--- config.mk ---
export PLATFORM = sky130hd
export DESIGN_NAME = drbh_front
export DESIGN_NICKNAME = d
export VERILOG_FILES = /design/src/rtl/drbh_pkg.sv /design/src/rtl/drbh_front.sv
export SDC_FILE = /design/constraint.sdc
export NUM_CORES = 1
export LEC_CHECK = 0
export BUFFER_PORTS_ARGS = -buffer_cell sky130_fd_sc_hd__buf_4
export CORE_MARGIN = 5
export CORE_UTILIZATION = 26
export DETAILED_ROUTE_END_ITERATION = 10
export GPL_ROUTABILITY_DRIVEN = 0
export PLACE_DENSITY_LB_ADDON = 0.1
export SLEW_MARGIN = 0
export SYNTH_ARGS = -nofsm -noshare
export SYNTH_HDL_FRONTEND = slang
export SYNTH_SLANG_ARGS = --single-unit
--- constraint.sdc ---
create_clock -name vclk -period 3.15
set_input_delay 0.4725 -clock vclk [all_inputs]
set_output_delay 0.4725 -clock vclk [all_outputs]
set_load 0.02 [all_outputs]
--- src/rtl/drbh_pkg.sv ---
package drbh_pkg;

    localparam int DEF_MAX_CLIENTS = 8;
    localparam int DEF_RING_DEPTH  = 64;
    localparam int CNT_W           = 16;
    localparam int CL_W            = 4;
    localparam int CFG_IDX_W       = 4;

    // Input operation codes
    localparam logic [2:0] OP_POST_TX   = 3'd0;
    localparam logic [2:0] OP_GIVE_RX   = 3'd1;
    localparam logic [2:0] OP_TAKE_RX   = 3'd2;
    localparam logic [2:0] OP_TAKE_TXD  = 3'd3;
    localparam logic [2:0] OP_FORWARD   = 3'd4;

    // Classified command kinds
    localparam logic [2:0] KIND_POST_TX  = 3'd0;
    localparam logic [2:0] KIND_GIVE_RX  = 3'd1;
    localparam logic [2:0] KIND_TAKE_RX  = 3'd2;
    localparam logic [2:0] KIND_TAKE_TXD = 3'd3;
    localparam logic [2:0] KIND_FORWARD  = 3'd4;
    localparam logic [2:0] KIND_BAD      = 3'd5;

    // Ring kinds within a client
    localparam logic [1:0] RK_TX_PEND = 2'd0;
    localparam logic [1:0] RK_TX_DONE = 2'd1;
    localparam logic [1:0] RK_RX_FREE = 2'd2;
    localparam logic [1:0] RK_RX_FILL = 2'd3;

    // Result status codes
    localparam logic [2:0] ST_OK       = 3'd0;
    localparam logic [2:0] ST_FULL     = 3'd1;
    localparam logic [2:0] ST_EMPTY    = 3'd2;
    localparam logic [2:0] ST_NOPEND   = 3'd3;
    localparam logic [2:0] ST_NORX     = 3'd4;
    localparam logic [2:0] ST_RXFULL   = 3'd5;
    localparam logic [2:0] ST_BADCL    = 3'd6;

    // Configuration register indexes
    localparam logic [CFG_IDX_W-1:0] CFG_ACTIVE = 4'd0;
    localparam logic [CFG_IDX_W-1:0] CFG_LIMIT  = 4'd1;

    typedef struct packed {
        logic [2:0]  kind;
        logic [2:0]  client;
        logic [31:0] offset;
        logic [15:0] length;
    } drbh_cmd_t;

    typedef struct packed {
        logic [2:0]  status;
        logic [2:0]  src;
        logic [2:0]  dst;
        logic [31:0] soff;
        logic [31:0] doff;
        logic [15:0] len;
        logic        any;
        logic        last;
    } drbh_res_t;

endpackage

--- src/rtl/drbh_front.sv ---
module drbh_front
    import drbh_pkg::*;
(
    input  logic            s_valid,
    output logic            s_ready,
    input  logic [2:0]      s_operation,
    input  logic [2:0]      s_client,
    input  logic [31:0]     s_buffer_offset,
    input  logic [15:0]     s_frame_length,
    input  logic [CL_W-1:0] n_clients,
    input  logic            q_full,
    output logic            q_wr,
    output drbh_cmd_t       q_cmd
);

    logic op_known;
    logic bad_client;

    assign s_ready    = !q_full;
    assign op_known   = (s_operation == OP_POST_TX) || (s_operation == OP_GIVE_RX) ||
                        (s_operation == OP_TAKE_RX) || (s_operation == OP_TAKE_TXD) ||
                        (s_operation == OP_FORWARD);
    assign bad_client = (s_operation != OP_FORWARD) && ({1'b0, s_client} >= n_clients);

    // drop undefined operations: they produce no result
    assign q_wr = s_valid && s_ready && op_known;

    always_comb begin
        q_cmd.client = s_client;
        q_cmd.offset = s_buffer_offset;
        q_cmd.length = s_frame_length;
        case (s_operation)
            OP_POST_TX:  q_cmd.kind = KIND_POST_TX;
            OP_GIVE_RX:  q_cmd.kind = KIND_GIVE_RX;
            OP_TAKE_RX:  q_cmd.kind = KIND_TAKE_RX;
            OP_TAKE_TXD: q_cmd.kind = KIND_TAKE_TXD;
            OP_FORWARD:  q_cmd.kind = KIND_FORWARD;
            default:     q_cmd.kind = KIND_BAD;
        endcase
        if (bad_client) begin
            q_cmd.kind = KIND_BAD;
        end
    end

endmodule

==> results by stage <==
Die:
- The floorplan step defined a core boundary enclosing 1900 um^2.
- The die is around 54 um wide.
- The initial utilization of the core area, before any placement, comes to 26.5%.
- The number of top-level pins is around 120.
- The floorplan die area is 2920 um^2.
- The site row count is 16.
- From bottom edge to top edge, the die measures about 54 um.

Drt:
- The final layout contains routed wiring with a total length of 823 um.
- The number of remaining DRC errors is 0.
- The routed layout has ~250 vias.
- The first routing iteration left 0 violations.
- For this run, the detailed router's first-pass iteration total came to 1.
- After detailed routing, the met2 layer carries 456 um of wire.
- The ratio of routed vias to standard cells is approximately 3.8.
- The number of nets still failing antenna checks after routing is 0.
- The met3 wire length is between 150 and 200 um.
- The mean routed wirelength per cell is approximately 13 um.
- The detailed router put a total of 145 um of wire on met1.
- In this run the top signal layer used is met4.

Worst setup path:
- The startpoint type of the worst setup path is an input port.
- At the worst endpoint, the required time is 2.68 ns.
- The critical path goes through buf_4 -> ha_1 -> a21o_1 -> a31oi_2 -> o211a_1 -> buf_4.
- The element type at the critical path end is an output port.
- The critical path data arrival time is 1.55 ns.
- For this run, the slowest stage of the critical path takes 0.31 ns.
- The most numerous cell type found on the critical path is buf_4.
- The maximum net fanout on the critical path is 3.
- The largest individual stage delay along the critical path comes from the cell ha_1.
- The worst setup path is of the input port to output port kind.

Timing:
- Setup total negative slack on the finished layout was measured at 0 ns.
- The final hold violation count came to 0.
- The minimum clock period after layout is 2.02 ns.
- The ratio of final minimum period to clock period is 64.2%.
- The post-route worst setup slack is 1.13 ns.
- Static timing analysis puts the maximum clock frequency at between 0.4 and 0.5 GHz.
- The headroom to the max-slew limit is 85.9%.
- Setup repair after global routing left no endpoint under its margin.
- The final count of pins violating max slew is 0.
- The final setup violation count is 0.
- The measured slew at the worst slew-check pin is approximately 0.21 ns.

Synth:
- The cell count after synthesis came out at slightly below 70.
- The post-synthesis average cell area is 7.42 um^2.
- The area of the mapped netlist is 504 um^2.
- The dominant cell by count in the synthesized netlist is buf_4.
- Yosys mapped the design onto 12 distinct sky130hd cell types.
- The number of nets in the synthesized netlist is between 100 and 150.
- The commonest cells after synthesis are buf_4, inv_1, ha_1.
- The Yosys warning count is 0.
- The biggest area contributor in the post-synthesis netlist is buf_4.
- After synthesis, the largest area contributor takes up 75.9% of total cell area.
- Yosys attributes the largest share of cell area to buf_4, ha_1, inv_1, a31oi_2, o211a_1.
- The post-synthesis sequential area ratio is 0%.

Worst hold path:
- The worst hold path belongs to the class input port to output port.

Placement:
- The worst slack after detailed placement is 1.11 ns.
- Detailed placement finished with a half-perimeter wire length of approximately 740 um.
- The post-place instance area is about 300 um^2.
- Including well taps, the total number of placed cells is 64.
- The quantity of I/O buffers inserted on ports is 20.

Power:
- The switching part of the total power is 47.0%.
- Sequential cells burn 0% of the power.
- The leakage dissipation is 0.000180 uW.
- Summed over all nets, the switching power comes to between 20 and 25 uW.
- The power per unit of standard cell area is 145 nW/um^2.
- The total power consumption of the routed design is about 44 uW.
- The peak ir drop on the vdd network is 0.0261 mV.
- Cell internal power was estimated by the tool at ~23 uW.
- The combinational fraction of design power is 100.0%.
- The part of the power in the clock network is 0%.

GRT:
- The initial antenna violation count is 0.
- Entering global routing, the biggest net connects 5 pins.
- The first global-routing pass estimated roughly 970 um of wire.
- Global routing finished with a remaining overflow of 0.
- The number of global-route vias before repair is 209.
- The total global routing track utilization is 4.25%.

Cells and area:
- With fillers left out, the area of the finished cells amounts to 305 um^2.
- The final layout contains 102 nets.
- The fraction of final layout cells with drive strength greater than 1 is a little under three fifths.
- The area added between synthesis and finish is -39.5%.
- The final layout contains a sequential cell count of 0.
- The filler cell count in the final layout is 226.
- The final non-filler cell total is 64.
- In the final layout, flip-flops and latches occupy 0 um^2.
- The repair_antennas step left the layout with diodes totalling 0.
- The total of clock buffers placed in the layout is 0.

Job:
- The tool flagged a number of max-cap violations equal to 0.

CTS:
- The count of instances resized after the clock tree is built is 0.
- The hold buffer count at cts is 0.
- The number of setup buffers added after CTS is 0.

Status:
- The run finished with clean final reports.
[cell usage in the layout (no fill, tap or decap)]
cell	count
a21oi_1	1
buf_4	20
o31ai_1	1
ha_1	3
and3_1	1
o21ai_1	1
o211a_1	1
inv_1	5
a21o_1	1
o21ai_0	1
a31oi_2	1
nand2b_1	1
[worst max-delay path: cells and delay by family]
| family | cells | cell delay [ns] |
|---|---|---|
| AO/OA/AOI/OAI | 3 | 0.52 |
| adder cells (fa/ha/maj) | 1 | 0.31 |
| buffers and inverters | 2 | 0.24 |
[final timing paths]
path | slack [ns] | to | from | depth (start not counted)
max | 1.13 | q_cmd[52] | s_client[2] | 6
min | 0.95 | q_cmd[10] | s_frame_length[10] | 0
[cells by family (layout without fill, tap and decap cells)]
kind of cell / after synthesis / after routing / share of synthesized area, %
buffers and inverters: 56 / 25 / 79.7
AOI/OAI and AO/OA: 7 / 7 / 10.4
adders and majority gates: 3 / 3 / 7.44
and+or+nand+nor: 2 / 2 / 2.48
[metrics by stage]
| stage | util, % | hold WS (ns) |
|---|---|---|
| finish | 16.1 | 0.945 |
| global route | 16.1 | 0.945 |
| CTS | 16.1 | 0.945 |
| detailed placement | 16.1 | 0.945 |
| global placement | 16.1 | 0.945 |
| floorplan | - | 1.03 |
[cell type report]
class | instances | area, um^2 | share of cell area, %
inverters | 5 | 18.8 | 6.15
well taps | 27 | 33.8 | 11.1
repair buffers | 20 | 150 | 49.2
multi-input cells | 12 | 103 | 33.6
[power groups by stage]
stage	registers [uW]	logic, uW	clock network [uW]
after floorplan	0	112	0
after global placement	0	44.2	0
after detailed placement	0	45.0	0
after CTS	0	45.1	0
after global routing	0	47.6	0
final	0	44.2	0
[layer usage]
metal | track usage (%) | up-vias
met3 | 4.16 | 12
met2 | 7.46 | 20
met4 | 4.15 | 0
met1 | 2.10 | 112
met5 | 0 | -
li1 | - | 101
Note: power is estimated with default switching activity, not from simulation.
