File: config.mk
export PLATFORM = sky130hd
export DESIGN_NAME = drbh_cmd_fifo
export DESIGN_NICKNAME = d
export VERILOG_FILES = /design/src/rtl/drbh_pkg.sv /design/src/rtl/drbh_cmd_fifo.sv
export SDC_FILE = /design/constraint.sdc
export NUM_CORES = 1
export LEC_CHECK = 0
export BUFFER_PORTS_ARGS = -buffer_cell sky130_fd_sc_hd__buf_2
export CAP_MARGIN = 20
export CORE_UTILIZATION = 50
export DETAILED_ROUTE_END_ITERATION = 7
export GPL_TIMING_DRIVEN = 0
export PLACE_DENSITY = 0.82
export SETUP_SLACK_MARGIN = 0.05
export SYNTH_ARGS = -nofsm -noshare
export SYNTH_HDL_FRONTEND = slang
export SYNTH_SLANG_ARGS = --single-unit
File: constraint.sdc
create_clock -name aclk -period 4.8 [get_ports aclk]
set_input_delay 0.96 -clock aclk [delete_from_list [all_inputs] [get_ports aclk]]
set_output_delay 0.96 -clock aclk [all_outputs]
set_load 0.1 [all_outputs]
File: src/rtl/drbh_pkg.sv
package drbh_pkg;

    localparam int DEF_MAX_CLIENTS = 8;
    localparam int DEF_RING_DEPTH  = 64;
    localparam int CNT_W           = 16;
    localparam int CL_W            = 4;
    localparam int CFG_IDX_W       = 4;

    // Input operation codes
    localparam logic [2:0] OP_POST_TX   = 3'd0;
    localparam logic [2:0] OP_GIVE_RX   = 3'd1;
    localparam logic [2:0] OP_TAKE_RX   = 3'd2;
    localparam logic [2:0] OP_TAKE_TXD  = 3'd3;
    localparam logic [2:0] OP_FORWARD   = 3'd4;

    // Classified command kinds
    localparam logic [2:0] KIND_POST_TX  = 3'd0;
    localparam logic [2:0] KIND_GIVE_RX  = 3'd1;
    localparam logic [2:0] KIND_TAKE_RX  = 3'd2;
    localparam logic [2:0] KIND_TAKE_TXD = 3'd3;
    localparam logic [2:0] KIND_FORWARD  = 3'd4;
    localparam logic [2:0] KIND_BAD      = 3'd5;

    // Ring kinds within a client
    localparam logic [1:0] RK_TX_PEND = 2'd0;
    localparam logic [1:0] RK_TX_DONE = 2'd1;
    localparam logic [1:0] RK_RX_FREE = 2'd2;
    localparam logic [1:0] RK_RX_FILL = 2'd3;

    // Result status codes
    localparam logic [2:0] ST_OK       = 3'd0;
    localparam logic [2:0] ST_FULL     = 3'd1;
    localparam logic [2:0] ST_EMPTY    = 3'd2;
    localparam logic [2:0] ST_NOPEND   = 3'd3;
    localparam logic [2:0] ST_NORX     = 3'd4;
    localparam logic [2:0] ST_RXFULL   = 3'd5;
    localparam logic [2:0] ST_BADCL    = 3'd6;

    // Configuration register indexes
    localparam logic [CFG_IDX_W-1:0] CFG_ACTIVE = 4'd0;
    localparam logic [CFG_IDX_W-1:0] CFG_LIMIT  = 4'd1;

    typedef struct packed {
        logic [2:0]  kind;
        logic [2:0]  client;
        logic [31:0] offset;
        logic [15:0] length;
    } drbh_cmd_t;

    typedef struct packed {
        logic [2:0]  status;
        logic [2:0]  src;
        logic [2:0]  dst;
        logic [31:0] soff;
        logic [31:0] doff;
        logic [15:0] len;
        logic        any;
        logic        last;
    } drbh_res_t;

endpackage

File: src/rtl/drbh_cmd_fifo.sv
module drbh_cmd_fifo
    import drbh_pkg::*;
(
    input  logic      aclk,
    input  logic      aresetn,
    input  logic      wr_en,
    input  drbh_cmd_t wr_cmd,
    output logic      full,
    input  logic      rd_en,
    output logic      rd_valid,
    output drbh_cmd_t rd_cmd
);

    drbh_cmd_t  slot_reg [2];
    logic       wr_ptr_reg, wr_ptr_next;
    logic       rd_ptr_reg, rd_ptr_next;
    logic [1:0] count_reg, count_next;

    assign full     = (count_reg == 2'd2);
    assign rd_valid = (count_reg != 2'd0);
    assign rd_cmd   = slot_reg[rd_ptr_reg];

    always_comb begin
        wr_ptr_next = wr_ptr_reg;
        rd_ptr_next = rd_ptr_reg;
        count_next  = count_reg;
        if (wr_en) begin
            wr_ptr_next = !wr_ptr_reg;
        end
        if (rd_en) begin
            rd_ptr_next = !rd_ptr_reg;
        end
        if (wr_en && !rd_en) begin
            count_next = count_reg + 2'd1;
        end else if (!wr_en && rd_en) begin
            count_next = count_reg - 2'd1;
        end
    end

    always_ff @(posedge aclk) begin
        if (!aresetn) begin
            wr_ptr_reg <= 1'b0;
            rd_ptr_reg <= 1'b0;
            count_reg  <= 2'd0;
        end else begin
            wr_ptr_reg <= wr_ptr_next;
            rd_ptr_reg <= rd_ptr_next;
            count_reg  <= count_next;
        end
    end

    always_ff @(posedge aclk) begin
        if (wr_en) begin
            slot_reg[wr_ptr_reg] <= wr_cmd;
        end
    end

    a_no_overflow: assert property (@(posedge aclk) disable iff (!aresetn)
        !(wr_en && full)) else $error("command queue written while full");
    a_no_underflow: assert property (@(posedge aclk) disable iff (!aresetn)
        !(rd_en && !rd_valid)) else $error("command queue read while empty");

endmodule

==> summary.txt <==
Status
  • Run status: finished clean

Global route
  • Antenna violations before repair: 0
  • Global route overflow: 0
  • GR Util All Layers: 0.1741
  • Number of global-route vias before repair: 2,271
  • Pin count of the biggest net entering global routing: 29
  • Global-route wire length before repair: 10,720 µm

Setup path
  • Crit-path max FO: 10
  • Critical path capture point type: primary output
  • Depth of the worst register-to-register path: 2
  • Levels on crit path: 4
  • Kind of cell adding the most delay to the critical path: buffers and inverters
  • Kind of critical path: flip-flop to primary output
  • Launching point of the worst reg2reg path: wr_ptr_reg
  • Combined buffer and inverter count along the critical path: 3
  • Setup crit start kind: flip-flop
  • Capturing point of the worst reg2reg path: slot_reg[0][6]
  • CP Capture Point: rd_cmd[33]
  • Standard cell with the maximum stage delay on the critical path: sky130_fd_sc_hd__mux2_2
  • Worst reg2reg setup slack: 3.17 ns
  • Top cell by count, worst path: sky130_fd_sc_hd__buf_2
  • Crit-path max cell delay: 0.35 ns
  • Crit path arrival time: 1.89 ns
  • Required @ worst endpoint: 3.84 ns
  • Cell Chain, Critical Path: buf_2, buf_6, mux2_2, buf_2

Clock network
  • Clock input transition at the sequential cells of the worst setup and hold paths: 0.05 ns
  • Cell at the root of the clock tree: sky130_fd_sc_hd__clkbuf_8
  • H-Tree Depth: 4
  • Number of gates resized after cts: 0
  • Clock sinks: 113
  • Total clock buffers created by CTS: 17
  • Worst-case clock buffer depth: 2
  • Insertion delay to the later sink of the worst-skew pair: 0.50 ns
  • Buffers inserted by post-CTS timing repair: 0
  • CTS tree: yes
  • Hold bufs inserted after CTS: 0

Timing
  • Max transition margin: 0.4313
  • Final Setup Violations: 0
  • Hold WS: 0.5404 ns
  • Hold violation total from the final report: 0
  • Final worst path period need: 2.849 ns
  • Worst-margin pin slew: 0.8512 ns
  • Highest attainable clock frequency: 351.0 MHz
  • Setup WS post-layout: 1.951 ns
  • Setup repair after global routing missed its margin: false
  • Part of the cycle the worst path needs: 0.5935
  • Count of final max-slew check failures: 0
  • Fin Clk Skew: 0.006233 ns

Logic synthesis
  • Cell with the most instances after synthesis: sky130_fd_sc_hd__edfxtp_1
  • Commonest cells in the netlist: sky130_fd_sc_hd__edfxtp_1, sky130_fd_sc_hd__mux2_2, sky130_fd_sc_hd__buf_6, sky130_fd_sc_hd__dfxtp_1, sky130_fd_sc_hd__and2_1
  • Warnings, synthesis: 0
  • Area share of the largest cell type after synthesis: 0.7845
  • Post-Synthesis Net Count: 249
  • Most area-hungry cell type in the Yosys netlist: sky130_fd_sc_hd__edfxtp_1
  • Xor/xnor share of the synthesized area: 0.006356
  • Primary FF master, synth: sky130_fd_sc_hd__edfxtp_1
  • Synthesized instance count: 190
  • Per-instance average area after synthesis: 21.76 µm²
  • Multiplexer share of the synthesized area: 0.1471
  • Fraction of the yosys area taken by sequential cells: 0.8087
  • Asr flop ratio synth: 0
  • Number of enable-type register cells in the synthesized netlist: 108
  • Combined area of all synthesized cells: 4134 µm²
  • Synthesized-area fraction occupied by ao, oa, aoi and oai cells: 0.004843
  • Main combinational cell family by area after synthesis: multiplexers
  • Top post-synthesis cells by area: sky130_fd_sc_hd__edfxtp_1, sky130_fd_sc_hd__mux2_2, sky130_fd_sc_hd__dfxtp_1
  • Area share of and/or/nand/nor cells after synthesis: 0.01423
  • Adder-Cell Fraction of Synth Area: 0.003027
  • Distinct cell type count of the synthesized netlist: 17
  • Yosys reg bits: 113

Die
  • Y dimension of the die: 92.93 µm
  • Die area: 8636 µm²
  • Core Area: 7848 µm²
  • Die width: 92.93 µm
  • Initial core utilization: 0.5268
  • Num rows: 32
  • Number of top-level pins: 114

Detailed routing
  • Remaining DRCs: 0
  • Post-DR wirelength/cell: 15.78 µm
  • First-pass detailed-route iteration total: 4
  • Antenna Nets Post-Route: 0
  • Via count: 2,146
  • First-iteration detailed-routing DRC count: 115
  • Routed WL: 6926 µm
  • Avg Vias per Cell: 4.888

Cells and area
  • Share of layout cells above drive strength 1: 0.6202
  • Final standard cell area without fillers: 5505 µm²
  • Fillcell total: 533
  • Area of combinational cells with multiple inputs: 734.5 µm²
  • Area added between synthesis and finish: 33.17%
  • Final core occ: 0.7015
  • FF/Latch Area: 3343 µm²
  • Antenna diodes: 0
  • Nets: 383
  • Flip-flop count of the largest register, all copies and words added: 108

Power and ir drop
  • IR drop worst, VDD: 0.3786 mV
  • Pwr Density: 551.1 nW/µm²
  • Leak: 0.002117 µW

Place
  • Detailed placement HPWL: 4541 µm
  • Final weighted congestion in routability-driven placement: 0.6356
  • Total of buffers placed on input and output ports: 113
  • Pre-CTS worst setup slack: 2.372 ns
  • DP Area: 4876 µm²

Min path
  • Hold_sp: count_reg[1]
  • Hold path cells: 2
  • Hold Path Class: flip-flop to flip-flop

Run
  • Number of max-cap violations: 0
[final cells by class]
cell class,instances,area share
Timing Repair Buffer,115,0.1100
Sequential cell,113,0.6073
Buffer,6,0.01114
Inverter,1,0.0006818
Clock buffer,17,0.07523
Clock inverter,15,0.03909
Multi-Input combinational cell,70,0.1334
Tap cell,102,0.02318
[cells by family after synthesis]
group / after synthesis
AOI/OAI and AO/OA: 3
xor gates and xnor gates: 3
adders and majority gates: 1
buffers and inverters: 7
DFF: 113
muxes: 54
and+or+nand+nor: 9
[where the power goes]
part / leakage [µW] / internal (µW) / switching [µW] / total [µW]
sequential: 0.00106 / 1140 / 13.4 / 1150
combinational: 0.000767 / 117 / 455 / 572
clock: 0.000295 / 890 / 419 / 1310
[tightest hold or removal path, cell delays in order (launching register included)]
cell and delay [ns]:
sky130_fd_sc_hd__dfxtp_1 0.32, sky130_fd_sc_hd__o21ai_0 0.09, sky130_fd_sc_hd__a21boi_1 0.07
[cell usage in the layout, fill, tap and decap left out, types with 3 or more instances in the layout]
| master | n |
|---|---|
| sky130_fd_sc_hd__clkbuf_16 | 16 |
| sky130_fd_sc_hd__mux2_2 | 54 |
| sky130_fd_sc_hd__clkinvlp_4 | 4 |
| sky130_fd_sc_hd__edfxtp_1 | 108 |
| sky130_fd_sc_hd__dfxtp_1 | 5 |
| sky130_fd_sc_hd__bufinv_16 | 5 |
| sky130_fd_sc_hd__and2_1 | 3 |
| sky130_fd_sc_hd__buf_6 | 5 |
| sky130_fd_sc_hd__buf_2 | 114 |
[how the worst min path moves through the flow]
stage                    to  slack, ns
2_1_floorplan  count_reg[1]       0.46
3_3_place_gp   count_reg[1]       0.47
3_5_place_dp   count_reg[1]       0.55
4_1_cts        count_reg[1]       0.56
5_1_grt        count_reg[1]       0.59
6_report       count_reg[1]       0.54
[metrics by stage]
stage | power [µW] | cells | setup TNS, ns
2_1_floorplan | 1651 | 190 | 0
3_3_place_gp | 1736 | 405 | -25.67
3_5_place_dp | 1747 | 407 | 0
4_1_cts | 3066 | 439 | 0
5_1_grt | 3118 | 439 | 0
6_report | 3034 | 439 | 0
[per-layer routing]
layer / part of all wire / vias to the layer above / track usage
met5: 0 / - / 0
met4: 0.012 / 0 / 0.09615
met3: 0.048 / 8 / 0.05501
met2: 0.54 / 77 / 0.2947
met1: 0.40 / 1042 / 0.1945
li1: - / 1019 / -
(Power assumes the default switching activity.)
